## config.mk

```make
export PLATFORM = sky130hd
export DESIGN_NAME = rtn_regs
export DESIGN_NICKNAME = d
export VERILOG_FILES = /design/src/rtl/rtn_pkg.sv /design/src/rtl/rtn_regs.sv
export SDC_FILE = /design/constraint.sdc
export NUM_CORES = 1
export LEC_CHECK = 0
export BUFFER_PORTS_ARGS = -buffer_cell sky130_fd_sc_hd__buf_2
export CORE_UTILIZATION = 47
export DETAILED_ROUTE_END_ITERATION = 8
export GPL_ROUTABILITY_DRIVEN = 0
export PLACE_DENSITY = 0.77
export SETUP_SLACK_MARGIN = 0.05
export SYNTH_ARGS = -nofsm -noshare
export SYNTH_HDL_FRONTEND = slang
export SYNTH_SLANG_ARGS = --single-unit
export TNS_END_PERCENT = 30
```

## constraint.sdc

```tcl
create_clock -name clk -period 1.2 [get_ports clk]
set_input_delay 0.06 -clock clk [delete_from_list [all_inputs] [get_ports clk]]
set_output_delay 0.06 -clock clk [all_outputs]
set_load 0.01 [all_outputs]
```

## src/rtl/rtn_pkg.sv

```systemverilog
// rtn_pkg: shared constants, types and the multiply micro-program for the
// ray/triangle nearest-hit block. No dependencies; every rtl file uses it.
package rtn_pkg;

  localparam int FRAC_BITS = 16;
  localparam int BARY_BITS = 16;
  localparam int ID_BITS   = 16;
  localparam int COORD_W   = 32;
  localparam int EDGE_W    = COORD_W + 1;
  localparam int OPND_W    = 35;
  localparam int SPLIT     = OPND_W - 1;
  localparam int WIDE_W    = 2 * SPLIT;
  localparam int PROD_W    = 2 * OPND_W;
  localparam int ACC_W     = 104;
  localparam int DIST_W    = 31;
  localparam int BARY_W    = BARY_BITS + 1;
  localparam int EPS_W     = 31;
  localparam int CFG_AW    = 5;
  localparam int CFG_DW    = 32;
  localparam int MOP_LEN   = 36;
  localparam int STEP_W    = 6;
  localparam int CNT_W     = 5;

  localparam logic [DIST_W-1:0] DIST_MAX = {DIST_W{1'b1}};

  typedef enum logic [2:0] {
    REG_ORIGIN_X, REG_ORIGIN_Y, REG_ORIGIN_Z,
    REG_DIR_X, REG_DIR_Y, REG_DIR_Z, REG_EPSILON
  } reg_idx_t;

  typedef struct packed {
    logic signed [COORD_W-1:0] org_x;
    logic signed [COORD_W-1:0] org_y;
    logic signed [COORD_W-1:0] org_z;
    logic signed [COORD_W-1:0] dir_x;
    logic signed [COORD_W-1:0] dir_y;
    logic signed [COORD_W-1:0] dir_z;
    logic        [EPS_W-1:0]   eps;
  } ray_cfg_t;

  typedef struct packed {
    logic signed [COORD_W-1:0] v0_x;
    logic signed [COORD_W-1:0] v0_y;
    logic signed [COORD_W-1:0] v0_z;
    logic signed [COORD_W-1:0] v1_x;
    logic signed [COORD_W-1:0] v1_y;
    logic signed [COORD_W-1:0] v1_z;
    logic signed [COORD_W-1:0] v2_x;
    logic signed [COORD_W-1:0] v2_y;
    logic signed [COORD_W-1:0] v2_z;
  } tri_vtx_t;

  typedef enum logic [4:0] {
    SRC_DIR_X, SRC_DIR_Y, SRC_DIR_Z,
    SRC_E1_X, SRC_E1_Y, SRC_E1_Z,
    SRC_E2_X, SRC_E2_Y, SRC_E2_Z,
    SRC_TV_X, SRC_TV_Y, SRC_TV_Z,
    SRC_PV_X, SRC_PV_Y, SRC_PV_Z,
    SRC_QV_X, SRC_QV_Y, SRC_QV_Z
  } src_t;

  typedef enum logic [1:0] {PART_FULL, PART_LO, PART_HI} part_t;

  typedef enum logic [3:0] {
    DST_PV_X, DST_PV_Y, DST_PV_Z,
    DST_QV_X, DST_QV_Y, DST_QV_Z,
    DST_DET, DST_NU, DST_NV, DST_NT
  } dst_t;

  typedef struct packed {
    src_t  a;
    src_t  b;
    part_t part;
    logic  sub;
    logic  first;
    logic  last;
    dst_t  dst;
  } mop_t;

  function automatic mop_t mk(input src_t a, input src_t b, input part_t p,
                              input logic sub, input logic first,
                              input logic last, input dst_t dst);
    mop_t m;
    m.a = a;
    m.b = b;
    m.part = p;
    m.sub = sub;
    m.first = first;
    m.last = last;
    m.dst = dst;
    return m;
  endfunction

  // cross products first, then dot products against the stored crosses
  function automatic mop_t mop_rom(input logic [STEP_W-1:0] step);
    mop_t m;
    case (step)
      6'd0:  m = mk(SRC_DIR_Y, SRC_E2_Z, PART_FULL, 1'b0, 1'b1, 1'b0, DST_PV_X);
      6'd1:  m = mk(SRC_DIR_Z, SRC_E2_Y, PART_FULL, 1'b1, 1'b0, 1'b1, DST_PV_X);
      6'd2:  m = mk(SRC_DIR_Z, SRC_E2_X, PART_FULL, 1'b0, 1'b1, 1'b0, DST_PV_Y);
      6'd3:  m = mk(SRC_DIR_X, SRC_E2_Z, PART_FULL, 1'b1, 1'b0, 1'b1, DST_PV_Y);
      6'd4:  m = mk(SRC_DIR_X, SRC_E2_Y, PART_FULL, 1'b0, 1'b1, 1'b0, DST_PV_Z);
      6'd5:  m = mk(SRC_DIR_Y, SRC_E2_X, PART_FULL, 1'b1, 1'b0, 1'b1, DST_PV_Z);
      6'd6:  m = mk(SRC_TV_Y, SRC_E1_Z, PART_FULL, 1'b0, 1'b1, 1'b0, DST_QV_X);
      6'd7:  m = mk(SRC_TV_Z, SRC_E1_Y, PART_FULL, 1'b1, 1'b0, 1'b1, DST_QV_X);
      6'd8:  m = mk(SRC_TV_Z, SRC_E1_X, PART_FULL, 1'b0, 1'b1, 1'b0, DST_QV_Y);
      6'd9:  m = mk(SRC_TV_X, SRC_E1_Z, PART_FULL, 1'b1, 1'b0, 1'b1, DST_QV_Y);
      6'd10: m = mk(SRC_TV_X, SRC_E1_Y, PART_FULL, 1'b0, 1'b1, 1'b0, DST_QV_Z);
      6'd11: m = mk(SRC_TV_Y, SRC_E1_X, PART_FULL, 1'b1, 1'b0, 1'b1, DST_QV_Z);
      6'd12: m = mk(SRC_E1_X, SRC_PV_X, PART_LO, 1'b0, 1'b1, 1'b0, DST_DET);
      6'd13: m = mk(SRC_E1_X, SRC_PV_X, PART_HI, 1'b0, 1'b0, 1'b0, DST_DET);
      6'd14: m = mk(SRC_E1_Y, SRC_PV_Y, PART_LO, 1'b0, 1'b0, 1'b0, DST_DET);
      6'd15: m = mk(SRC_E1_Y, SRC_PV_Y, PART_HI, 1'b0, 1'b0, 1'b0, DST_DET);
      6'd16: m = mk(SRC_E1_Z, SRC_PV_Z, PART_LO, 1'b0, 1'b0, 1'b0, DST_DET);
      6'd17: m = mk(SRC_E1_Z, SRC_PV_Z, PART_HI, 1'b0, 1'b0, 1'b1, DST_DET);
      6'd18: m = mk(SRC_TV_X, SRC_PV_X, PART_LO, 1'b0, 1'b1, 1'b0, DST_NU);
      6'd19: m = mk(SRC_TV_X, SRC_PV_X, PART_HI, 1'b0, 1'b0, 1'b0, DST_NU);
      6'd20: m = mk(SRC_TV_Y, SRC_PV_Y, PART_LO, 1'b0, 1'b0, 1'b0, DST_NU);
      6'd21: m = mk(SRC_TV_Y, SRC_PV_Y, PART_HI, 1'b0, 1'b0, 1'b0, DST_NU);
      6'd22: m = mk(SRC_TV_Z, SRC_PV_Z, PART_LO, 1'b0, 1'b0, 1'b0, DST_NU);
      6'd23: m = mk(SRC_TV_Z, SRC_PV_Z, PART_HI, 1'b0, 1'b0, 1'b1, DST_NU);
      6'd24: m = mk(SRC_DIR_X, SRC_QV_X, PART_LO, 1'b0, 1'b1, 1'b0, DST_NV);
      6'd25: m = mk(SRC_DIR_X, SRC_QV_X, PART_HI, 1'b0, 1'b0, 1'b0, DST_NV);
      6'd26: m = mk(SRC_DIR_Y, SRC_QV_Y, PART_LO, 1'b0, 1'b0, 1'b0, DST_NV);
      6'd27: m = mk(SRC_DIR_Y, SRC_QV_Y, PART_HI, 1'b0, 1'b0, 1'b0, DST_NV);
      6'd28: m = mk(SRC_DIR_Z, SRC_QV_Z, PART_LO, 1'b0, 1'b0, 1'b0, DST_NV);
      6'd29: m = mk(SRC_DIR_Z, SRC_QV_Z, PART_HI, 1'b0, 1'b0, 1'b1, DST_NV);
      6'd30: m = mk(SRC_E2_X, SRC_QV_X, PART_LO, 1'b0, 1'b1, 1'b0, DST_NT);
      6'd31: m = mk(SRC_E2_X, SRC_QV_X, PART_HI, 1'b0, 1'b0, 1'b0, DST_NT);
      6'd32: m = mk(SRC_E2_Y, SRC_QV_Y, PART_LO, 1'b0, 1'b0, 1'b0, DST_NT);
      6'd33: m = mk(SRC_E2_Y, SRC_QV_Y, PART_HI, 1'b0, 1'b0, 1'b0, DST_NT);
      6'd34: m = mk(SRC_E2_Z, SRC_QV_Z, PART_LO, 1'b0, 1'b0, 1'b0, DST_NT);
      6'd35: m = mk(SRC_E2_Z, SRC_QV_Z, PART_HI, 1'b0, 1'b0, 1'b1, DST_NT);
      default: m = mk(SRC_DIR_X, SRC_DIR_X, PART_FULL, 1'b0, 1'b0, 1'b0, DST_PV_X);
    endcase
    return m;
  endfunction

endpackage

```

## src/rtl/rtn_regs.sv

```systemverilog
// rtn_regs: apb-style ray configuration registers
// depends on rtn_pkg
module rtn_regs (
  input  logic                        clk,
  input  logic                        rst_n,
  input  logic                        psel,
  input  logic                        penable,
  input  logic                        pwrite,
  input  logic [rtn_pkg::CFG_AW-1:0]  paddr,
  input  logic [rtn_pkg::CFG_DW-1:0]  pwdata,
  output logic [rtn_pkg::CFG_DW-1:0]  prdata,
  output logic                        pready,
  output rtn_pkg::ray_cfg_t           cfg
);
  rtn_pkg::ray_cfg_t cfg_r;
  rtn_pkg::reg_idx_t idx;
  logic              wr_en;

  assign idx    = rtn_pkg::reg_idx_t'(paddr[rtn_pkg::CFG_AW-1:2]);
  assign wr_en  = psel && penable && pwrite;
  assign pready = 1'b1;
  assign cfg    = cfg_r;

  always_ff @(posedge clk) begin
    if (!rst_n) begin
      cfg_r.org_x <= '0;
      cfg_r.org_y <= '0;
      cfg_r.org_z <= '0;
      cfg_r.dir_x <= '0;
      cfg_r.dir_y <= '0;
      cfg_r.dir_z <= 32'sd65536;
      cfg_r.eps   <= 31'd1;
    end else if (wr_en) begin
      unique case (idx)
        rtn_pkg::REG_ORIGIN_X: cfg_r.org_x <= pwdata;
        rtn_pkg::REG_ORIGIN_Y: cfg_r.org_y <= pwdata;
        rtn_pkg::REG_ORIGIN_Z: cfg_r.org_z <= pwdata;
        rtn_pkg::REG_DIR_X:    cfg_r.dir_x <= pwdata;
        rtn_pkg::REG_DIR_Y:    cfg_r.dir_y <= pwdata;
        rtn_pkg::REG_DIR_Z:    cfg_r.dir_z <= pwdata;
        rtn_pkg::REG_EPSILON:  cfg_r.eps   <= pwdata[rtn_pkg::EPS_W-1:0];
        default: ;
      endcase
    end
  end

  always_comb begin
    unique case (idx)
      rtn_pkg::REG_ORIGIN_X: prdata = cfg_r.org_x;
      rtn_pkg::REG_ORIGIN_Y: prdata = cfg_r.org_y;
      rtn_pkg::REG_ORIGIN_Z: prdata = cfg_r.org_z;
      rtn_pkg::REG_DIR_X:    prdata = cfg_r.dir_x;
      rtn_pkg::REG_DIR_Y:    prdata = cfg_r.dir_y;
      rtn_pkg::REG_DIR_Z:    prdata = cfg_r.dir_z;
      rtn_pkg::REG_EPSILON:  prdata = {1'b0, cfg_r.eps};
      default:               prdata = '0;
    endcase
  end
endmodule

```

=== Yosys cells after proc, flatten, opt, wreduce, memory -nomap -nowiden ===
Cells that the tools add are included.

* Register bits: 223
* Input bits: 42
* Output and inout port bits: 256
* Word-level logic and storage cells: 24

* Eq/ne operators: 6
* Muxes and demuxes: 1
* Reductions and logical operators: 10

{| class="wikitable"
|+ Operator list
! kind !! count
|-
| 32-bit one-hot mux with 7 select lines || 1
|-
| 2-bit AND reduction || 7
|-
| 3-bit == test, second input constant || 3
|-
| 3-bit by 2-bit == test with 1-bit output, second input constant || 2
|-
| 3-bit by 1-bit == test with 1-bit output, second input constant || 1
|-
| 3-bit zero test || 1
|-
| 1-bit logical AND || 2
|}

=== Depth between registers and ports, before layout ===
Gate-level depths: netlist (run 1).

* Depth after elaboration: 3
* Depth in mapped cells: 6
* Depth with buffers taken out: 3

=== Least setup slack after synthesis (run 1) ===
No wires, ideal clock.

* Kind: input-to-output
* From: input port paddr[3] (netlist bit)
* To: output port prdata[0] (netlist bit)
* Data arrival time: 1.178 ns
* Required time: 1.140 ns
* Setup slack: -0.038 ns
* Cell stages on the path: 5
* Buffers on the path: 2
* Cell sequence: buf_2 buf_2 mux2_2 a222oi_1 o211ai_1

* Longest elaborated chain between the ends: 2
* Elaborated cells between the ends (all ways): 8
* Classes of those cells: 6 x eq/ne; 1 x mux; 1 x reduce/logical

{| class="wikitable"
|+ RTL lines
! element !! RTL line !! text
|-
| start: declaration || rtn_regs.sv:9 || <nowiki>input logic [rtn_pkg::CFG_AW-1:0] paddr,</nowiki>
|-
| 3-bit == test, or another cell as far along || rtn_regs.sv:48 || <nowiki>unique case (idx)</nowiki>
|-
| 32-bit one-hot mux with 7 select lines (*) || rtn_regs.sv:48 ||
|-
| end: declaration || rtn_regs.sv:11 || <nowiki>output logic [rtn_pkg::CFG_DW-1:0] prdata,</nowiki>
|}

Mark *: on every way between the ends. The rest lies on a longest branch, timed or not.

=== Final worst setup path (run 1) ===
* From: register cfg_r (netlist bit cfg[0])
* To: output port prdata[0] (netlist bit)

* Longest elaborated chain between the ends: 1

{| class="wikitable"
|+ RTL lines
! element !! RTL line !! text
|-
| start: declaration || rtn_regs.sv:15 || <nowiki>rtn_pkg::ray_cfg_t cfg_r;</nowiki>
|-
| 32-bit one-hot mux with 7 select lines || rtn_regs.sv:48 ||
|}

Every way passes these cells.

==> out/metrics.csv, run 1 <==
metric,value,unit
status,"finished, violations left",
violations,setup timing,
grt_max_degree,51,
ys_async_sr_fraction,0,%
fillers,1329,
cts_sinks,223,
drive_gt1_share,48.6,%
final-seq-area,4600,µm²
syn_inst,983,
slowest_stage,dfxtp_2,
syn_nets,1025,
dieHeight,147,µm
finalPower,16.7,mW
power_density,1100,nW/µm²
root_buffer,clkbuf_16,
die_w,147,µm
largest_reg_flops,223,
avgSynthCellArea,10.0,µm²
yosysMostFrequentCell,mux2i_1,
internal_power,12.7,mW
switchingPower,4.04,mW
r2r_setup_slack,0.30,ns
clk_pin_slew_worst_paths,0.06,ns
fin_crit,1.83,ns
worstPathArrival,1.77,ns
clockPowerShare,45.4,%
yosys.area.top_type,dfxtp_1,
portBuffers,294,
maxSlewViolCount,0,
start_util,48.4,%
routed_wl,37200,µm
tightest_slew,0.816,ns
worst-path-max-fanout,2,
cap_violations,0,
setup-violations-final,45,
seqPwrFrac,44.9,%
fin_ws,-0.634,ns
worstPathRequired,1.14,ns
rsz0062_at_grt,yes,
min_path_type,in -> reg,
p_leak,6.70,nW
grt_first_pass_wirelength,54900,µm
vias,9744,
grt_antenna_before_repair,1,
drtPass1Iterations,6,
ys_seq_area_share,45.3,%
fin_skew,0,ns
htreeDepth,1,
grt_pass1_vias,9859,
nets,1471,
max_slew_margin,45.5,%
critPathLaunchType,flip-flop,
area_growth,54.0,%
cts_tree,built,
cpPeakStageDelay,0.33,ns
critPathCaptureType,output pin,
drtIter0Drc,681,
ys_warn_count,0,
viasPerCell,5.68,
synth_edf_count,0,
ys_ff_latch,223,
clock_latency,0.52,ns
drc,0,
dieArea,21500,µm²
synthesis.area,9850,µm²
finalCritPeriodShare,153,%
cts.path.max_buffers,3,
cts_buffers,25,
rows,52,
core_area,20400,µm²
ant_nets,0,
synth-main-ff-cell,dfxtp_1,
synth_area_leaders,"dfxtp_1 (45%), mux2i_1 (30%), nand2_1 (9.7%), o221a_2 (2.4%), buf_4 (1.9%)",
io_pins,298,
multi_input_area,5220,µm²
track_usage,32.5,%
synth_common_cells,"mux2i_1 (296), nand2_1 (254), dfxtp_1 (223)",
hold_viol,0,
synth_top_area_share,45.3,%
tns,-14.68,ns
dp_hpwl,22800,µm
crit_chain,mux2_4 -> a222oi_1 -> o211ai_1 -> buf_2,
swShare,24.1,%
overflow,0,
ir_drop,0.00119,V
worstSetupPathType,reg -> out,
synth_cell_types,32,
max_clock_freq,0.545,GHz
wl_per_cell,21.7,µm
p_comb_share,9.8,%
-- what timing repair did --
action                                 in CTS  in global routing
setup endpoints to repair                  84                203
gates cloned                                1                  1
setup buffers                              23                 19
endpoints found under the hold margin     206                  0
pin swaps                                  24                 16
hold buffers                               33                  0
resized for setup                         227                 80
-- stage by stage --
stage / instance area (µm²) / cells / setup slack [ns] / hold WS, ns / utilization, %
CTS: 14800 / 1700 / -0.581 / 0.117 / 72.6
finish: 15200 / 1717 / -0.634 / 0.124 / 74.5
detailed placement: 12600 / 1599 / -0.466 / 0.403 / 62.1
floorplan: 9870 / 983 / -0.0355 / 0.261 / -
global route: 15200 / 1717 / -0.688 / 0.155 / 74.5
global placement: 12600 / 1599 / -0.436 / 0.384 / 62.1
-- per-layer routing --
| layer | global-route usage, % | share of wire, % |
|---|---|---|
| met5 | 0 | 0 |
| met4 | 18.4 | 5.4 |
| met3 | 5.40 | 7.3 |
| met2 | 55.3 | 49 |
| met1 | 38.9 | 38 |
-- placed cells by master (no fill, tap or decap), drive strengths merged --
cell	n
o2bb2ai	1
o311ai	2
o21ai	2
dfxtp	223
mux2	10
o22ai	1
dlygate4sd3	33
mux2i	296
nand2	254
a222oi	9
o211ai	9
nor3	2
clkbuf	38
a311o	1
diode	1
bufinv	1
inv	25
o221a	21
nand4b	1
nor2b	3
nand3b	9
conb	1
clkinv	5
nor2	6
buf	464
or2	1
nand4	1
or3	1
mux4	1
a221oi	21
and3b	2
nand2b	2
-- cell families (layout without fill, tap and decap cells) --
group	Yosys count	in the layout	synth area share [%]
flip-flops	223	223	45.3
buffers and inverters	104	566	5.04
other	1	2	0.0381
AO/OA/AOI/OAI	67	67	6.40
AND/OR/NAND/NOR	281	282	11.7
multiplexers	307	307	31.5
-- final timing paths --
path,end,startpoint,depth (start not counted)
max,prdata[0],cfg[0],4
min,cfg[0],penable,4
min reg2reg,cfg[185],cfg[185],2
max reg2reg,cfg[101],cfg[101],4
-- power by group through the flow --
stage	Combinational [mW]	Sequential [mW]	Clock [mW]
4_1_cts	1.53	7.50	7.63
3_5_place_dp	1.34	7.66	0
2_1_floorplan	0.670	7.68	0
5_1_grt	1.70	7.51	7.95
6_report	1.63	7.51	7.59
3_3_place_gp	1.32	7.66	0
-- cell type report --
cell class	instances	area share, %
multi-input cells	657	34.5
flip-flops and latches	223	30.4
repair buffers	498	26.9
clock buffers	37	4.88
well taps	270	2.23
inverters	24	0.594
clock inverters	7	0.520
diodes	1	0.0165
-- worst max-delay path: cells and delay by family (launching register included) --
kind,cells,cell delay (ns)
AO/OA/AOI/OAI,2,0.47
flip-flops,1,0.33
multiplexers,1,0.26
buffers and inverters,1,0.18
Note: power is estimated with default switching activity, not from simulation.
==> run 2, diff against run 1 <==
--- a/config.mk
+++ b/config.mk
@@ -6,11 +6,14 @@
 export NUM_CORES = 1
 export LEC_CHECK = 0
 export BUFFER_PORTS_ARGS = -buffer_cell sky130_fd_sc_hd__buf_2
-export CORE_UTILIZATION = 47
+export CELL_PAD_IN_SITES_DETAIL_PLACEMENT = 1
+export CELL_PAD_IN_SITES_GLOBAL_PLACEMENT = 2
+export CORE_UTILIZATION = 31
 export DETAILED_ROUTE_END_ITERATION = 8
 export GPL_ROUTABILITY_DRIVEN = 0
-export PLACE_DENSITY = 0.77
+export PLACE_DENSITY_LB_ADDON = 0.1
 export SETUP_SLACK_MARGIN = 0.05
+export SKIP_LAST_GASP = 1
 export SYNTH_ARGS = -nofsm -noshare
 export SYNTH_HDL_FRONTEND = slang
 export SYNTH_SLANG_ARGS = --single-unit
==> constraint.sdc (replaced) <==
create_clock -name clk -period 1.9 [get_ports clk]
set_input_delay 0.095 -clock clk [delete_from_list [all_inputs] [get_ports clk]]
set_output_delay 0.095 -clock clk [all_outputs]
set_load 0.01 [all_outputs]
==> out/metrics.csv, run 2 (same netlist as run 1, synthesis figures left out) <==
metric,value,unit
grt_first_pass_wirelength,55800,µm
wl_per_cell,21.6,µm
overflow,0,
critPathLaunchType,input port,
max_clock_freq,0.544,GHz
io_pins,298,
cts.path.max_buffers,3,
min_path_type,in -> reg,
n_antenna_cell,0,
grt_antenna_before_repair,0,
drive_gt1_share,32.4,%
track_usage,22.3,%
grt_max_degree,38,
vias,8501,
cts_sinks,223,
portBuffers,294,
post-place-ws,-0.0544,ns
dieArea,32500,µm²
routed_wl,37000,µm
layout_commonest_cell,mux2i_1,
mostFrequentLayoutCells,"mux2i_1 (296), buf_2 (292), nand2_1 (254)",
htreeDepth,1,
cts_tree,built,
fin_crit,1.84,ns
core_area,30900,µm²
clock_latency,0.54,ns
start_util,31.9,%
area_growth,32.6,%
max_slew_margin,33.3,%
worst-path-max-fanout,15,
drtIter0Drc,326,
drc,0,
p_leak,5.73,nW
violations,hold timing,
critPathCaptureType,output pin,
dp_hpwl,24900,µm
status,"finished, violations left",
worstPathRequired,1.80,ns
ant_nets,0,
tightest_slew,0.996,ns
maxSlewViolCount,0,
root_buffer,clkbuf_16,
finalCritPeriodShare,96.8,%
die_w,180,µm
drtPass1Iterations,8,
largest_reg_flops,223,
whs,-0.00199,ns
power_density,793,nW/µm²
worstPathArrival,1.74,ns
rsz0062_at_grt,yes,
setup-violations-final,0,
hold_viol,1,
viasPerCell,4.97,
worstSetupPathType,in -> out,
dieHeight,180,µm
nets,1339,
cts_buffers,27,
ir_drop,0.000591,V
cap_violations,0,
grt_pass1_vias,8885,
rows,64,
fin_ws,0.0607,ns
fin_skew,0,ns
clk_pin_slew_worst_paths,0.06,ns
-- run 2: where the power goes --
group	switching, mW	total (mW)	internal [mW]
Sequential	0.0294	4.74	4.71
Clock	2.01	4.77	2.76
Combinational	0.508	0.829	0.321
-- run 2: what timing repair did --
item                                    in CTS  in global routing
gates resized for setup                      1                  8
hold buffers                                27                  0
cloned                                       1                  0
buffers inserted                             0                  0
pin swaps                                    1                  1
endpoints found under the hold margin      118                  0
endpoints found under the setup margin       6                 26
-- run 2: layout make-up --
| type | count | area (µm²) |
|---|---|---|
| inverters | 24 | 90.1 |
| clock buffers | 42 | 772 |
| clock inverters | 4 | 23.8 |
| multi-input cells | 657 | 4970 |
| fillers | 3577 | 17900 |
| well taps | 396 | 495 |
| flip-flops and latches | 223 | 4470 |
| repair buffers | 364 | 2230 |
-- run 2: through the flow --
stage          util [%]  TNS (ns)  cell area [µm²]  cells  total power [mW]
6_report           42.2         0            13100   1710              10.3
5_1_grt            42.2  -0.00234            13100   1710              10.7
4_1_cts            42.1         0            13000   1710              10.5
3_5_place_dp       38.7    -0.471            11900   1636              5.63
3_3_place_gp       38.7         0            11900   1636              5.63
2_1_floorplan         -         0             9850    983              5.27
-- run 2: critical path, cell delays in order --
cell and delay [ns]:
buf_2 0.15, buf_4 0.16, buf_4 0.24, and3b_2 0.37, a222oi_1 0.38, o211ai_1 0.17, buf_2 0.17
-- run 2: final timing paths --
kind	from	end	slack [ns]	cells past startpoint
hold / removal	pwdata[18]	cfg[177]	-0.002	3
hold reg to reg	cfg[162]	cfg[162]	0.47	2
setup reg to reg	cfg[47]	cfg[47]	1.21	2
setup / recovery	paddr[4]	prdata[14]	0.06	7
-- run 2: metal layers --
metal	part of all wire, %	vias up	track usage, %	routed length (µm)
met4	2.5	0	6.19	908
met1	45	4147	28.5	16500
met5	0	-	0	0
li1	-	4048	-	-
met3	6.5	57	5.76	2400
met2	46	249	36.9	17200
