### src/rtl/rtn_pkg.sv
// rtn_pkg: shared constants, types and the multiply micro-program for the
// ray/triangle nearest-hit block. No dependencies; every rtl file uses it.
package rtn_pkg;

  localparam int FRAC_BITS = 16;
  localparam int BARY_BITS = 16;
  localparam int ID_BITS   = 16;
  localparam int COORD_W   = 32;
  localparam int EDGE_W    = COORD_W + 1;
  localparam int OPND_W    = 35;
  localparam int SPLIT     = OPND_W - 1;
  localparam int WIDE_W    = 2 * SPLIT;
  localparam int PROD_W    = 2 * OPND_W;
  localparam int ACC_W     = 104;
  localparam int DIST_W    = 31;
  localparam int BARY_W    = BARY_BITS + 1;
  localparam int EPS_W     = 31;
  localparam int CFG_AW    = 5;
  localparam int CFG_DW    = 32;
  localparam int MOP_LEN   = 36;
  localparam int STEP_W    = 6;
  localparam int CNT_W     = 5;

  localparam logic [DIST_W-1:0] DIST_MAX = {DIST_W{1'b1}};

  typedef enum logic [2:0] {
    REG_ORIGIN_X, REG_ORIGIN_Y, REG_ORIGIN_Z,
    REG_DIR_X, REG_DIR_Y, REG_DIR_Z, REG_EPSILON
  } reg_idx_t;

  typedef struct packed {
    logic signed [COORD_W-1:0] org_x;
    logic signed [COORD_W-1:0] org_y;
    logic signed [COORD_W-1:0] org_z;
    logic signed [COORD_W-1:0] dir_x;
    logic signed [COORD_W-1:0] dir_y;
    logic signed [COORD_W-1:0] dir_z;
    logic        [EPS_W-1:0]   eps;
  } ray_cfg_t;

  typedef struct packed {
    logic signed [COORD_W-1:0] v0_x;
    logic signed [COORD_W-1:0] v0_y;
    logic signed [COORD_W-1:0] v0_z;
    logic signed [COORD_W-1:0] v1_x;
    logic signed [COORD_W-1:0] v1_y;
    logic signed [COORD_W-1:0] v1_z;
    logic signed [COORD_W-1:0] v2_x;
    logic signed [COORD_W-1:0] v2_y;
    logic signed [COORD_W-1:0] v2_z;
  } tri_vtx_t;

  typedef enum logic [4:0] {
    SRC_DIR_X, SRC_DIR_Y, SRC_DIR_Z,
    SRC_E1_X, SRC_E1_Y, SRC_E1_Z,
    SRC_E2_X, SRC_E2_Y, SRC_E2_Z,
    SRC_TV_X, SRC_TV_Y, SRC_TV_Z,
    SRC_PV_X, SRC_PV_Y, SRC_PV_Z,
    SRC_QV_X, SRC_QV_Y, SRC_QV_Z
  } src_t;

  typedef enum logic [1:0] {PART_FULL, PART_LO, PART_HI} part_t;

  typedef enum logic [3:0] {
    DST_PV_X, DST_PV_Y, DST_PV_Z,
    DST_QV_X, DST_QV_Y, DST_QV_Z,
    DST_DET, DST_NU, DST_NV, DST_NT
  } dst_t;

  typedef struct packed {
    src_t  a;
    src_t  b;
    part_t part;
    logic  sub;
    logic  first;
    logic  last;
    dst_t  dst;
  } mop_t;

  function automatic mop_t mk(input src_t a, input src_t b, input part_t p,
                              input logic sub, input logic first,
                              input logic last, input dst_t dst);
    mop_t m;
    m.a = a;
    m.b = b;
    m.part = p;
    m.sub = sub;
    m.first = first;
    m.last = last;
    m.dst = dst;
    return m;
  endfunction

  // cross products first, then dot products against the stored crosses
  function automatic mop_t mop_rom(input logic [STEP_W-1:0] step);
    mop_t m;
    case (step)
      6'd0:  m = mk(SRC_DIR_Y, SRC_E2_Z, PART_FULL, 1'b0, 1'b1, 1'b0, DST_PV_X);
      6'd1:  m = mk(SRC_DIR_Z, SRC_E2_Y, PART_FULL, 1'b1, 1'b0, 1'b1, DST_PV_X);
      6'd2:  m = mk(SRC_DIR_Z, SRC_E2_X, PART_FULL, 1'b0, 1'b1, 1'b0, DST_PV_Y);
      6'd3:  m = mk(SRC_DIR_X, SRC_E2_Z, PART_FULL, 1'b1, 1'b0, 1'b1, DST_PV_Y);
      6'd4:  m = mk(SRC_DIR_X, SRC_E2_Y, PART_FULL, 1'b0, 1'b1, 1'b0, DST_PV_Z);
      6'd5:  m = mk(SRC_DIR_Y, SRC_E2_X, PART_FULL, 1'b1, 1'b0, 1'b1, DST_PV_Z);
      6'd6:  m = mk(SRC_TV_Y, SRC_E1_Z, PART_FULL, 1'b0, 1'b1, 1'b0, DST_QV_X);
      6'd7:  m = mk(SRC_TV_Z, SRC_E1_Y, PART_FULL, 1'b1, 1'b0, 1'b1, DST_QV_X);
      6'd8:  m = mk(SRC_TV_Z, SRC_E1_X, PART_FULL, 1'b0, 1'b1, 1'b0, DST_QV_Y);
      6'd9:  m = mk(SRC_TV_X, SRC_E1_Z, PART_FULL, 1'b1, 1'b0, 1'b1, DST_QV_Y);
      6'd10: m = mk(SRC_TV_X, SRC_E1_Y, PART_FULL, 1'b0, 1'b1, 1'b0, DST_QV_Z);
      6'd11: m = mk(SRC_TV_Y, SRC_E1_X, PART_FULL, 1'b1, 1'b0, 1'b1, DST_QV_Z);
      6'd12: m = mk(SRC_E1_X, SRC_PV_X, PART_LO, 1'b0, 1'b1, 1'b0, DST_DET);
      6'd13: m = mk(SRC_E1_X, SRC_PV_X, PART_HI, 1'b0, 1'b0, 1'b0, DST_DET);
      6'd14: m = mk(SRC_E1_Y, SRC_PV_Y, PART_LO, 1'b0, 1'b0, 1'b0, DST_DET);
      6'd15: m = mk(SRC_E1_Y, SRC_PV_Y, PART_HI, 1'b0, 1'b0, 1'b0, DST_DET);
      6'd16: m = mk(SRC_E1_Z, SRC_PV_Z, PART_LO, 1'b0, 1'b0, 1'b0, DST_DET);
      6'd17: m = mk(SRC_E1_Z, SRC_PV_Z, PART_HI, 1'b0, 1'b0, 1'b1, DST_DET);
      6'd18: m = mk(SRC_TV_X, SRC_PV_X, PART_LO, 1'b0, 1'b1, 1'b0, DST_NU);
      6'd19: m = mk(SRC_TV_X, SRC_PV_X, PART_HI, 1'b0, 1'b0, 1'b0, DST_NU);
      6'd20: m = mk(SRC_TV_Y, SRC_PV_Y, PART_LO, 1'b0, 1'b0, 1'b0, DST_NU);
      6'd21: m = mk(SRC_TV_Y, SRC_PV_Y, PART_HI, 1'b0, 1'b0, 1'b0, DST_NU);
      6'd22: m = mk(SRC_TV_Z, SRC_PV_Z, PART_LO, 1'b0, 1'b0, 1'b0, DST_NU);
      6'd23: m = mk(SRC_TV_Z, SRC_PV_Z, PART_HI, 1'b0, 1'b0, 1'b1, DST_NU);
      6'd24: m = mk(SRC_DIR_X, SRC_QV_X, PART_LO, 1'b0, 1'b1, 1'b0, DST_NV);
      6'd25: m = mk(SRC_DIR_X, SRC_QV_X, PART_HI, 1'b0, 1'b0, 1'b0, DST_NV);
      6'd26: m = mk(SRC_DIR_Y, SRC_QV_Y, PART_LO, 1'b0, 1'b0, 1'b0, DST_NV);
      6'd27: m = mk(SRC_DIR_Y, SRC_QV_Y, PART_HI, 1'b0, 1'b0, 1'b0, DST_NV);
      6'd28: m = mk(SRC_DIR_Z, SRC_QV_Z, PART_LO, 1'b0, 1'b0, 1'b0, DST_NV);
      6'd29: m = mk(SRC_DIR_Z, SRC_QV_Z, PART_HI, 1'b0, 1'b0, 1'b1, DST_NV);
      6'd30: m = mk(SRC_E2_X, SRC_QV_X, PART_LO, 1'b0, 1'b1, 1'b0, DST_NT);
      6'd31: m = mk(SRC_E2_X, SRC_QV_X, PART_HI, 1'b0, 1'b0, 1'b0, DST_NT);
      6'd32: m = mk(SRC_E2_Y, SRC_QV_Y, PART_LO, 1'b0, 1'b0, 1'b0, DST_NT);
      6'd33: m = mk(SRC_E2_Y, SRC_QV_Y, PART_HI, 1'b0, 1'b0, 1'b0, DST_NT);
      6'd34: m = mk(SRC_E2_Z, SRC_QV_Z, PART_LO, 1'b0, 1'b0, 1'b0, DST_NT);
      6'd35: m = mk(SRC_E2_Z, SRC_QV_Z, PART_HI, 1'b0, 1'b0, 1'b1, DST_NT);
      default: m = mk(SRC_DIR_X, SRC_DIR_X, PART_FULL, 1'b0, 1'b0, 1'b0, DST_PV_X);
    endcase
    return m;
  endfunction

endpackage

### src/rtl/rtn_div.sv
// rtn_div: radix-2 restoring divider, one quotient bit a cycle, for
// floor((x << FRAC_BITS) / d) with a 31-bit (distance, saturating) or 17-bit (bary) result
module rtn_div (
  input  logic                             clk,
  input  logic                             rst_n,
  input  logic                             start,
  input  logic                             is_dist,
  input  logic [rtn_pkg::ACC_W-1:0]        x,
  input  logic [rtn_pkg::ACC_W-1:0]        d,
  output logic                             done,
  output logic [rtn_pkg::DIST_W-1:0]       q
);
  localparam int AW = rtn_pkg::ACC_W;
  localparam int NW = AW + rtn_pkg::FRAC_BITS;
  localparam int DW = rtn_pkg::DIST_W;
  localparam int BW = rtn_pkg::BARY_W;

  logic [NW-1:0] num;
  logic [AW-1:0] r0_dist, r0_bary, rem_r, d_r;
  logic [DW-1:0] lb_r, q_r, lb_dist, lb_bary;
  logic [AW:0]   trial, diff;
  logic [rtn_pkg::CNT_W-1:0] cnt_r;
  logic busy_r, done_r, ge;

  assign num     = {x, {rtn_pkg::FRAC_BITS{1'b0}}};
  assign r0_dist = AW'(num >> DW);
  assign r0_bary = AW'(num >> BW);
  assign lb_dist = num[DW-1:0];
  assign lb_bary = {num[BW-1:0], {(DW - BW){1'b0}}};
  assign trial   = {rem_r, lb_r[DW-1]};
  assign diff    = trial - {1'b0, d_r};
  assign ge      = trial >= {1'b0, d_r};

  always_ff @(posedge clk) begin
    if (!rst_n) begin
      busy_r <= 1'b0;
      done_r <= 1'b0;
    end else begin
      if (start) begin
        d_r <= d;
        if (is_dist && (r0_dist >= d)) begin
          // quotient would not fit: saturate
          q_r    <= rtn_pkg::DIST_MAX;
          done_r <= 1'b1;
        end else begin
          q_r    <= '0;
          done_r <= 1'b0;
          busy_r <= 1'b1;
          rem_r  <= is_dist ? r0_dist : r0_bary;
          lb_r   <= is_dist ? lb_dist : lb_bary;
          cnt_r  <= is_dist ? rtn_pkg::CNT_W'(DW) : rtn_pkg::CNT_W'(BW);
        end
      end else if (busy_r) begin
        rem_r  <= ge ? diff[AW-1:0] : trial[AW-1:0];
        q_r    <= {q_r[DW-2:0], ge};
        lb_r   <= {lb_r[DW-2:0], 1'b0};
        cnt_r  <= cnt_r - 1'b1;
        done_r <= (cnt_r == rtn_pkg::CNT_W'(1));
        if (cnt_r == rtn_pkg::CNT_W'(1)) begin
          busy_r <= 1'b0;
        end
      end else begin
        done_r <= 1'b0;
      end
    end
  end

  assign done = done_r;
  assign q    = q_r;
endmodule

### config.mk
export PLATFORM = sky130hd
export DESIGN_NAME = rtn_div
export DESIGN_NICKNAME = d
export VERILOG_FILES = /design/src/rtl/rtn_pkg.sv /design/src/rtl/rtn_div.sv
export SDC_FILE = /design/constraint.sdc
export NUM_CORES = 1
export LEC_CHECK = 0
export ABC_AREA = 0
export BUFFER_PORTS_ARGS = -buffer_cell sky130_fd_sc_hd__buf_2
export CORE_ASPECT_RATIO = 1.4
export CORE_UTILIZATION = 35
export DETAILED_ROUTE_END_ITERATION = 8
export PLACE_DENSITY = 0.56
export SLEW_MARGIN = 40
export SYNTH_ARGS = -nofsm -noshare
export SYNTH_HDL_FRONTEND = slang
export SYNTH_SLANG_ARGS = --single-unit
### constraint.sdc
create_clock -name clk -period 5.65 [get_ports clk]
set_clock_uncertainty 0.1 [all_clocks]
set_input_delay 0.565 -clock clk [delete_from_list [all_inputs] [get_ports clk]]
set_output_delay 0.565 -clock clk [all_outputs]
set_load 0.01 [all_outputs]
# --- Word level (Yosys, flattened, before mapping) ---
# Index checks and enable logic that the tools add are counted.
op_classes:
  n_eq_ne: 2
  add_sub_neg: 2
  n_reduce_logical: 5
  n_mux: 23
  order_cmp: 2
ops:
  columns: ["operator", "count"]
  rows:
  - ["$mux W104", 4]
  - ["$mux W31", 7]
  - ["$ge A105 B104 Y1", 1]
  - ["$ge A89 B104 Y1", 1]
  - ["$sub A104 B104 Y104", 1]
  - ["$mux W103", 1]
  - ["$mux W5", 3]
  - ["$mux W1", 7]
  - ["$eq A5 B1 Y1 const B", 1]
  - ["$sub A5 B1 Y5 const B", 1]
  - ["$mux W4", 1]
  - ["$reduce_and A2 Y1", 2]
  - ["$reduce_and A3 Y1", 1]
  - ["$ne A2 B2 Y1 const B", 1]
  - ["$reduce_bool A2 Y1", 1]
  - ["$logic_and A1 B1 Y1", 1]
totals:
  out_inout_bits: 32
  word_cells: 41
  reg_bits: 277
  input_bits: 212

# --- Logic depth before layout (Yosys ltp) ---
# Gate-level depths: netlist (run 1).
logic_depth:
  depth_word: 4
  mapped_depth: 17
  mapped_depth_nobuf: 15

# --- Least setup slack after synthesis (run 1) ---
# OpenSTA, ideal clock, no wires.
synth_timing:
  path_kind: "input-to-reg"
  startpoint: "in d[29] (netlist name)"
  endpoint: "reg cnt_r[0] (netlist name) (enable)"
  n_path_buf: 0
  arrival_ps: 5233
  setup_slack_ps: -180
  required_ps: 5053
  cell_stages: 13
  setup_time_ps: 497
  path_cell_list: "inv_1 ha_1 a21o_1 a21o_1 a21oi_1 o21ai_0 a221oi_1 o21ai_0 a31o_2 a21oi_1 o21a_1 or2_2 and2_1"
synth_via:
  elab_chain_cells: 4
synth_lines:
  columns: ["item", "line", "rtl"]
  rows:
  - ["start, declared", "rtn_div.sv:9", "input logic [rtn_pkg::ACC_W-1:0] d,"]
  - ["$ge A89 B104 Y1", "rtn_div.sv:41", "if (is_dist && (r0_dist >= d)) begin"]
  - ["$logic_and A1 B1 Y1", "rtn_div.sv:41", null]
  - ["$ne A2 B2 Y1 (no line)", null, null]
  - ["$reduce_and A3 Y1 (no line)", null, null]
  - ["end signal, assigned", "rtn_div.sv:51", "cnt_r <= is_dist ? rtn_pkg::CNT_W'(DW) : rtn_pkg::CNT_W'(BW);"]
  - ["end signal, assigned", "rtn_div.sv:57", "cnt_r <= cnt_r - 1'b1;"]
  - ["end, declared", "rtn_div.sv:22", "logic [rtn_pkg::CNT_W-1:0] cnt_r;"]
# Every way passes these cells.
# A chain may end at the register's enable or synchronous reset.

# --- Final worst setup path (run 1) ---
layout_timing:
  startpoint: "reg rem_r[5]"
  endpoint: "reg rem_r[51], data pin"
layout_via:
  elab_chain_cells: 4
  elab_cells_between_ends: 5
layout_lines:
  columns: ["item", "line", "rtl"]
  rows:
  - ["start, declared", "rtn_div.sv:19", "logic [AW-1:0] r0_dist, r0_bary, rem_r, d_r;"]
  - ["start signal, assigned", "rtn_div.sv:49", "rem_r <= is_dist ? r0_dist : r0_bary;"]
  - ["start signal, assigned", "rtn_div.sv:54", "rem_r <= ge ? diff[AW-1:0] : trial[AW-1:0];"]
  - ["$sub A104 B104 Y104 / $ge A105 B104 Y1 (equally long branches)", "rtn_div.sv:31, rtn_div.sv:32", null]
  - ["$mux W104 (*)", "rtn_div.sv:54", null]
  - ["$mux W104 (*)", "rtn_div.sv:53", "end else if (busy_r) begin"]
  - ["$mux W104 (*)", "rtn_div.sv:39", "if (start) begin"]
# Mark *: on every way between the ends. The rest lies on a longest branch, timed or not. The select of a mux whose other input is x is not followed.

==> flow_metrics.env, run 1 <==
export IMPL_regArea_sq_um=7820
export IMPL_worst_setup_path_type="register to register"
export IMPL_rsz0062_at_grt="false"
export IMPL_drc=0
export IMPL_die_y_microns=292
export IMPL_max_slew_margin_rel_pct=37.9
export IMPL_final_common_cell="nand2_1"
export IMPL_layout_drive_gt1_share_pct=12.9
export IMPL_io_buffers=243
export IMPL_timing_final_crit_share_pct=89.2
export IMPL_grt_usage_pct=24.9
export IMPL_h_tree_depth=1
export IMPL_root_buffer="clkbuf_16"
export IMPL_worst_path_max_fanout=33
export IMPL_drtPass1Iterations=5
export IMPL_power_density_nw_per_um2=286
export IMPL_layout_nets=2988
export IMPL_areaGrowthSynthToFinish_pct=13.3
export IMPL_ys_flop_type="edfxtp_1"
export IMPL_synth_edf_count=259
export IMPL_netlist_area_sq_um=21100
export IMPL_outcome="finished, final reports clean"
export IMPL_vias_per_cell=5.75
export IMPL_clk_pin_slew_ps=70
export IMPL_grt_max_degree=86
export IMPL_cts_buffer_depth=3
export IMPL_ys_warn_count=0
export IMPL_initial_core_util_pct=35.4
export IMPL_tns_ps=0
export IMPL_drt_antenna_violating_nets=0
export IMPL_cts_buffers_inserted=29
export IMPL_end_kind="register"
export IMPL_final_fill_count=6014
export IMPL_fp_coreArea_sq_um=59500
export IMPL_crit_buf_inv=2
export IMPL_cts_tree="built"
export IMPL_synth_distinct_cells=71
export IMPL_grt_first_pass_wirelength_microns=117000
export IMPL_power_leakage_nw=10.4
export IMPL_synthArstFlopShare_pct=0
export IMPL_grt_remaining_overflow=0
export IMPL_vias=19300
export IMPL_max_cap_violations=0
export IMPL_finalHoldViolCount=0
export IMPL_slew_viol_final=0
export IMPL_synth_net_count=2816
export IMPL_multiInputGateArea_sq_um=11800
export IMPL_dp_hpwl_microns=62000
export IMPL_dieArea_sq_um=61100
export IMPL_worstMarginPinSlew_ps=931
export IMPL_ir_worst_vdd_mv=0.163
export IMPL_cts_resized=0
export IMPL_syn_avg_cell_area_sq_um=8.74
export IMPL_die_x_microns=209
export IMPL_wirelength_microns=77600
export IMPL_cp_top_family="compound AO/OA/AOI/OAI gates"
export IMPL_wire_per_inst_microns=23.1
export IMPL_clock_latency_ps=610
export IMPL_start_kind="register"
export IMPL_cts_sinks=261
export IMPL_arrival_ps=5350
export IMPL_syn_inst=2408
export IMPL_rows=106
export IMPL_diodes=0
export IMPL_period_minus_slack_ps=5040
export IMPL_ys_seq_area_share_pct=37.1
export IMPL_min_path_type="input pin to register"
export IMPL_cp_slowest_stage_delay_ps=510
export IMPL_max_freq_mhz=199
export IMPL_place_congestion=0.953
export IMPL_ys_ff_latch=261
export IMPL_holdWs_ps=44.8
export IMPL_cts_hold_buffers=0
export IMPL_antenna_found_initial=1
export IMPL_slowest_stage="o21ba_1"
export IMPL_io_pins=244
export IMPL_layout_common_cells="288 x nand2_1, 259 x inv_1, 259 x edfxtp_1, 243 x buf_2, 206 x a21oi_1"
export IMPL_grt_pass1_vias=19500
export IMPL_cp_required_ps=5970
export IMPL_cts_setup_buffers=0
export IMPL_setup_viol=0
export IMPL_drt_iter0_markers=1398
export IMPL_worstPathCellList="ha_1 -> a21oi_1 -> nor2b_1 -> a21oi_2 -> a31oi_1 -> o41a_1 -> o31ai_4 -> a21oi_2 -> o21ba_1 -> o31a_2 -> buf_4 -> buf_4 -> nand2_1 -> a31oi_1"
[per-layer routing]
metal	vias to the layer above	track usage (%)	wire [microns]
li1	9100	-	-
met1	9380	28.7	30400
met2	661	46.1	39900
met3	150	2.71	3930
met4	0	10.3	3320
met5	-	0	0
[synth_stat cells (14+ instances only)]
| cell | count | area [sq um] |
|---|---|---|
| a211oi_1 | 81 | 608 |
| nand3_1 | 26 | 130 |
| clkbuf_1 | 101 | 379 |
| and3_1 | 14 | 87.6 |
| nand2_1 | 288 | 1080 |
| o21a_1 | 17 | 128 |
| o211ai_1 | 14 | 105 |
| edfxtp_1 | 259 | 7780 |
| a21oi_1 | 206 | 1030 |
| nand4_1 | 59 | 369 |
| nor2_1 | 93 | 349 |
| o21bai_1 | 31 | 233 |
| a21o_1 | 90 | 676 |
| xor2_1 | 32 | 280 |
| nand2b_1 | 15 | 93.8 |
| a31oi_1 | 84 | 526 |
| and2_1 | 80 | 500 |
| ha_1 | 195 | 2440 |
| xnor2_1 | 66 | 578 |
| nor4_1 | 19 | 119 |
| inv_1 | 259 | 972 |
| nor3_1 | 29 | 145 |
| mux2i_1 | 26 | 260 |
| o21ai_0 | 145 | 726 |
[cells by family after synthesis]
kind of cell | Yosys count | synth area share [%]
AOI/OAI and AO/OA | 765 | 23.2
xor gates and xnor gates | 98 | 4.08
adders and majority gates | 196 | 11.7
buffers and inverters | 384 | 7.05
DFF | 261 | 37.1
muxes | 30 | 1.45
and+or+nand+nor | 674 | 15.4
[stage by stage]
| stage | std cells | worst slack, ps | total power, mW | cell area, sq um | util, % |
|---|---|---|---|---|---|
| 2_1_floorplan | 2408 | 1200 | 4.09 | 21100 | - |
| 3_3_place_gp | 3305 | 976 | 4.84 | 22900 | 38.5 |
| 3_5_place_dp | 3305 | 753 | 4.86 | 22900 | 38.5 |
| 4_1_cts | 3356 | 702 | 6.84 | 23800 | 40.0 |
| 5_1_grt | 3356 | 380 | 7.16 | 23900 | 40.1 |
| 6_report | 3356 | 612 | 6.82 | 23900 | 40.1 |
[report_power, final]
group / internal [mW] / switching, mW / total [mW]
logic: 0.879 / 1.53 / 2.41
registers: 2.36 / 0.0826 / 2.44
clock network: 1.11 / 0.859 / 1.97
[worst reg2reg max path: cells and delay by family, from the launching register on]
| family | cells | cell delay, ps |
|---|---|---|
| simple gates | 2 | 370 |
| compound gates | 9 | 2740 |
| buf+inv | 2 | 830 |
| fa+ha+maj | 1 | 400 |
| flops | 1 | 400 |
[path summary, 6_finish.rpt]
check	start	end	slack, ps	cells after the start
setup / recovery	rem_r[5]	rem_r[51]	610	14
hold / removal	d[19]	d_r[19]	40	1
setup reg to reg	rem_r[5]	rem_r[51]	610	14
hold reg to reg	busy_r	busy_r	430	2
[state kept, by name (all words and copies together), names as in the netlist]
| name | flops |
|---|---|
| lb_r | 15 |
| done | 1 |
| q | 31 |
| cnt_r | 5 |
| busy_r | 1 |
| rem_r | 104 |
| d_r | 104 |
[cell type report]
| class | count | area share [%] |
|---|---|---|
| multi-input cells | 1763 | 49.3 |
| flip-flops and latches | 261 | 32.8 |
| repair buffers | 264 | 5.86 |
| inverters | 261 | 4.12 |
| well taps | 756 | 3.97 |
| clock buffers | 32 | 3.09 |
| clock inverters | 19 | 0.850 |
Power figures use the tool's default switching activity.
==> run 2: changes to the inputs <==
--- a/config.mk
+++ b/config.mk
@@ -8,9 +8,10 @@
 export ABC_AREA = 0
 export BUFFER_PORTS_ARGS = -buffer_cell sky130_fd_sc_hd__buf_2
 export CORE_ASPECT_RATIO = 1.4
-export CORE_UTILIZATION = 35
+export CORE_MARGIN = 3
+export CORE_UTILIZATION = 40
 export DETAILED_ROUTE_END_ITERATION = 8
-export PLACE_DENSITY = 0.56
+export PLACE_DENSITY = 0.62
 export SLEW_MARGIN = 40
 export SYNTH_ARGS = -nofsm -noshare
 export SYNTH_HDL_FRONTEND = slang
==> run 2 against run 1 <==
  * Non-clock buffer count rose by 3
  * Sequential share of layout area barely moved
  * Combinational power barely moved
  * Power fell by 0.58%
  * Global-route usage rose by 1.4 points
  * Largest power group unchanged
  * Design area barely moved
  * Clock-buffer cell count rose by 5
  * Hold slack improved by 15 ps
  * Critical path depth fell by 1
  * Sequential power barely moved
==> flow_metrics.env, run 2 (synthesis gave the netlist of run 1 again) <==
export IMPL_outcome="finished, final reports clean"
export IMPL_cp_num_cells=13
export IMPL_cts_hold_buffers=0
export IMPL_h_tree_depth=1
export IMPL_power_mw=6.78
export IMPL_reg2reg_from="rem_r[5]"
export IMPL_fp_coreArea_sq_um=51600
export IMPL_dieArea_sq_um=55500
export IMPL_vias_per_cell=5.84
export IMPL_ir_worst_vdd_mv=0.247
export IMPL_diodes=0
export IMPL_cpMostUsedCell="a21oi_2"
export IMPL_endpoint="rem_r[103]"
export IMPL_finalHoldViolCount=0
export IMPL_antenna_found_initial=0
export IMPL_power_leakage_nw=10.5
export IMPL_max_cap_violations=0
export IMPL_place_congestion=0.968
export IMPL_grt_first_pass_wirelength_microns=113000
export IMPL_drt_antenna_violating_nets=0
export IMPL_slowest_stage="o31a_2"
export IMPL_worst_path_max_fanout=31
export IMPL_cts_resized=0
export IMPL_ff2ff_path_depth=13
export IMPL_end_kind="register"
export IMPL_grt_use_met1_pct=31.7
export IMPL_initial_core_util_pct=40.8
export IMPL_grt_use_met3_pct=3.13
export IMPL_layout_common_cells="288 x nand2_1, 259 x inv_1, 259 x edfxtp_1, 243 x buf_2, 206 x a21oi_1"
export IMPL_timing_final_crit_share_pct=87.8
export IMPL_drtPass1Iterations=6
export IMPL_min_path_type="input pin to register"
export IMPL_start_kind="register"
export IMPL_crit_buf_inv=1
export IMPL_grt_pass1_vias=19400
export IMPL_setup_viol=0
export IMPL_r2r_end="rem_r[103]"
export IMPL_dp_hpwl_microns=59900
export IMPL_areaGrowthSynthToFinish_pct=13.3
export IMPL_layout_drive_gt1_share_pct=13.0
export IMPL_grt_remaining_overflow=0
export IMPL_period_minus_slack_ps=4960
export IMPL_wire_per_inst_microns=22.7
export IMPL_arrival_ps=5200
export IMPL_cts_tree="built"
export IMPL_max_slew_margin_rel_pct=42.1
export IMPL_rows=98
export IMPL_wirelength_microns=75000
export IMPL_max_freq_mhz=202
export IMPL_cts_setup_buffers=0
export IMPL_tns_ps=0
export IMPL_drt_iter0_markers=1465
export IMPL_rsz0062_at_grt="false"
export IMPL_cp_slowest_stage_delay_ps=660
export IMPL_startpoint="rem_r[5]"
export IMPL_worst_setup_path_type="register to register"
export IMPL_cp_required_ps=5890
export IMPL_power_density_nw_per_um2=284
export IMPL_use_met2_pct=46.5
export IMPL_worstMarginPinSlew_ps=868
export IMPL_cp_top_family="compound AO/OA/AOI/OAI gates"
export IMPL_grt_usage_pct=26.2
export IMPL_io_pins=244
export IMPL_cts_buffers_inserted=30
export IMPL_layout_nets=2992
export IMPL_place_inst=3252
export IMPL_worstPathCellList="ha_1 -> a21oi_1 -> nor2b_1 -> a21oi_2 -> a31oi_1 -> o41a_1 -> o31ai_4 -> a21oi_2 -> o21ba_1 -> o31a_2 -> buf_4 -> nor4b_1 -> a311o_1"
export IMPL_final_common_cell="nand2_1"
export IMPL_die_x_microns=200
export IMPL_root_buffer="clkbuf_16"
export IMPL_grt_busiest_layer="met2"
export IMPL_clk_pin_slew_ps=70
export IMPL_cts_buffer_depth=3
export IMPL_drc=0
export IMPL_vias=19300
export IMPL_grt_max_degree=82
export IMPL_io_buffers=243
export IMPL_clock_latency_ps=590
export IMPL_cts_sinks=261
export IMPL_slew_viol_final=0
export IMPL_r2r_slack_ps=690
export IMPL_fin_cells=3307
export IMPL_die_y_microns=277
-- run 2: changes by cell type in the layout (fill, tap and decap cells not counted), sizes merged --
| cell | change |
|---|---|
| clkinvlp | -2 |
| clkinv | +4 |
| inv | -2 |
| clkbuf | +5 |
| buf | +3 |
| bufinv | -1 |
-- run 2: worst min path at each step --
stage | from | endpoint | slack [ps] | cells past startpoint
after floorplan | busy_r | busy_r | 390 | 2
after global placement | busy_r | busy_r | 410 | 2
after detailed placement | lb_r[16] | lb_r[17] | 440 | 1
after CTS | d[17] | d_r[17] | 30 | 1
after global routing | d[11] | d_r[11] | 40 | 1
final | d[27] | d_r[27] | 60 | 1
-- run 2: area by class of cell --
| type | instances | area (sq um) |
|---|---|---|
| Clock buffer | 37 | 777 |
| Timing Repair Buffer | 267 | 1460 |
| Multi-Input combinational cell | 1763 | 11800 |
| Clock inverter | 18 | 179 |
| Sequential cell | 261 | 7820 |
| Inverter | 261 | 982 |
| Fill cell | 5047 | 27800 |
| Tap cell | 700 | 876 |
-- run 2: power breakdown --
group          internal [mW]  switching, mW
logic                  0.888           1.51
clock network           1.11          0.837
registers               2.36         0.0812
-- run 2: stage by stage --
stage	worst slack [ps]	instance area [sq um]	utilization [%]	hold slack, ps
6_report	688	23900	46.2	59.5
5_1_grt	481	23900	46.2	37.0
4_1_cts	669	23900	46.2	28.5
3_5_place_dp	690	22900	44.4	437
3_3_place_gp	834	22900	44.3	409
2_1_floorplan	1200	21100	-	386
-- run 2: routing by layer --
layer | vias up | routed length (microns)
li1 | 9107 | -
met1 | 9304 | 29500
met2 | 736 | 37200
met3 | 167 | 4530
met4 | 0 | 3750
met5 | - | 0
-- run 2: worst reg2reg max path, delay by kind of cell (launching register included) --
kind / cells / cell delay (ps)
AO/OA/AOI/OAI: 9 / 3000
adder cells (fa/ha/maj): 1 / 400
buffers and inverters: 1 / 470
flip-flops: 1 / 400
AND/OR/NAND/NOR: 2 / 330
==> run 3: changes to the inputs <==
--- a/config.mk
+++ b/config.mk
@@ -6,12 +6,13 @@
 export NUM_CORES = 1
 export LEC_CHECK = 0
 export ABC_AREA = 0
+export ABC_CLOCK_PERIOD_IN_PS = 5650
 export BUFFER_PORTS_ARGS = -buffer_cell sky130_fd_sc_hd__buf_2
 export CORE_ASPECT_RATIO = 1.4
 export CORE_MARGIN = 3
-export CORE_UTILIZATION = 40
+export CORE_UTILIZATION = 48
 export DETAILED_ROUTE_END_ITERATION = 8
-export PLACE_DENSITY = 0.62
+export PLACE_DENSITY = 0.72
 export SLEW_MARGIN = 40
 export SYNTH_ARGS = -nofsm -noshare
 export SYNTH_HDL_FRONTEND = slang
==> run 3 against run 2 <==
  * Sequential power about the same
  * Core utilization increased by 8.5 points
  * Fmax increased by 1.4%
  * Largest cell class unchanged
  * Clock power increased by 5%
  * Clock-buffer cell count decreased by 5
  * Critical path type unchanged
  * Die area decreased by 16%
  * Register-to-register slack improved by 70 ps
==> flow_metrics.env, run 3 (synthesis gave the netlist of run 1 again) <==
export IMPL_dpl_cell_area_sq_um=22600
export IMPL_cts_buffer_depth=3
export IMPL_rows=90
export IMPL_wire_per_inst_microns=23.0
export IMPL_cts_buffers_inserted=28
export IMPL_regArea_sq_um=7820
export IMPL_layout_drive_gt1_share_pct=13.1
export IMPL_power_density_nw_per_um2=290
export IMPL_cts_resized=0
export IMPL_r2r_end="rem_r[74]"
export IMPL_layout_nets=2987
export IMPL_hold_start="d[26]"
export IMPL_drt_iter0_markers=1828
export IMPL_reg2reg_from="rem_r[3]"
export IMPL_finalWorstSetupSlack_ps=754
export IMPL_h_tree_depth=1
export IMPL_power_mw=6.87
export IMPL_io_pins=244
export IMPL_grt_remaining_overflow=0
export IMPL_grt_first_pass_wirelength_microns=110000
export IMPL_dieArea_sq_um=46400
export IMPL_antenna_found_initial=1
export IMPL_grt_usage_pct=30.3
export IMPL_tns_ps=0
export IMPL_design_area_sq_um=23600
export IMPL_initial_core_util_pct=48.7
export IMPL_worst_setup_path_type="register to register"
export IMPL_grt_pass1_vias=19500
export IMPL_fin_cells=3154
export IMPL_finalHoldViolCount=0
export IMPL_drtPass1Iterations=5
export IMPL_max_slew_margin_rel_pct=42.8
export IMPL_timing_final_crit_share_pct=86.7
export IMPL_holdWs_ps=66.7
export IMPL_setup_viol=0
export IMPL_ir_worst_vdd_mv=0.227
export IMPL_grt_max_degree=102
export IMPL_die_x_microns=183
export IMPL_worstHoldPathCells=1
export IMPL_fp_coreArea_sq_um=43200
export IMPL_die_y_microns=254
export IMPL_cts_hold_buffers=0
export IMPL_clk_pin_slew_ps=70
export IMPL_r2r_slack_ps=750
export IMPL_ff2ff_path_depth=13
export IMPL_clock_latency_ps=590
export IMPL_drt_antenna_violating_nets=0
export IMPL_outcome="finished, final reports clean"
export IMPL_final_fill_count=4001
export IMPL_final_common_cell="nand2_1"
export IMPL_cp_required_ps=5870
export IMPL_cts_sinks=261
export IMPL_arrival_ps=5120
export IMPL_max_cap_violations=0
export IMPL_min_path_type="input pin to register"
export IMPL_drc=0
export IMPL_worst_path_max_fanout=37
export IMPL_root_buffer="clkbuf_16"
export IMPL_power_leakage_nw=10.5
export IMPL_end_kind="register"
export IMPL_layout_common_cells="288 x nand2_1, 259 x inv_1, 259 x edfxtp_1, 243 x buf_2, 206 x a21oi_1"
export IMPL_cts_tree="built"
export IMPL_start_kind="register"
export IMPL_areaGrowthSynthToFinish_pct=12.3
export IMPL_multiInputGateArea_sq_um=11800
export IMPL_place_inst=3101
export IMPL_wirelength_microns=72700
export IMPL_io_buffers=243
export IMPL_rsz0062_at_grt="false"
export IMPL_worstMarginPinSlew_ps=858
export IMPL_cts_setup_buffers=0
export IMPL_hold_path_endpoint="d_r[26]"
export IMPL_dp_hpwl_microns=56900
export IMPL_vias=19500
export IMPL_post_route_util_pct=54.7
export IMPL_post_place_ws_ps=681
export IMPL_period_minus_slack_ps=4900
export IMPL_max_freq_mhz=204
export IMPL_place_congestion=1.01
export IMPL_vias_per_cell=6.18
export IMPL_slew_viol_final=0
run 3: cell types whose count changed in the layout (fill, tap and decap cells not counted), moves of 3 or more:
cell,change
clkinv_1,-5
clkbuf_1,-3
buf_12,-4
clkinv_2,+3
bufinv_16,+3
run 3: layer usage:
| metal | track usage (%) | part of all wire [%] |
|---|---|---|
| met5 | 0 | 0 |
| met4 | 18.5 | 7.2 |
| met3 | 4.01 | 5.8 |
| met2 | 54.1 | 50 |
| met1 | 34.2 | 37 |
run 3: final cells by class:
type,count,share of cell area [%]
clock buffer,32,3.03
antenna,1,0.0106
tap,552,2.92
sequential,261,33.1
timing repair buffer,264,5.90
multi-input combinational,1763,49.8
clock inverter,20,1.15
inverter,261,4.15
run 3: where the power goes:
group	switching (mW)	internal, mW	total (mW)
Combinational	1.51	0.877	2.39
Clock	0.852	1.19	2.04
Sequential	0.0842	2.36	2.44
run 3: how the worst max path moves through the flow:
stage | start | endpoint | slack, ps | cells after the start
2_1_floorplan | d[29] | cnt_r[0] | 1200 | 13
3_3_place_gp | rem_r[3] | rem_r[103] | 820 | 13
3_5_place_dp | rem_r[5] | rem_r[103] | 680 | 13
4_1_cts | rem_r[5] | rem_r[103] | 680 | 13
5_1_grt | rem_r[3] | rem_r[92] | 610 | 13
6_report | rem_r[3] | rem_r[74] | 750 | 13
run 3: critical path, cell delays in order, from the launching register on:
cell and delay (ps):
edfxtp_1 430, ha_1 400, nand2_1 110, a211o_1 290, a21oi_2 210, a31oi_1 170, o41a_1 580, o31ai_4 310
a21oi_2 170, o21ba_1 380, o31a_4 570, buf_4 340, and3_1 250, a221o_1 260
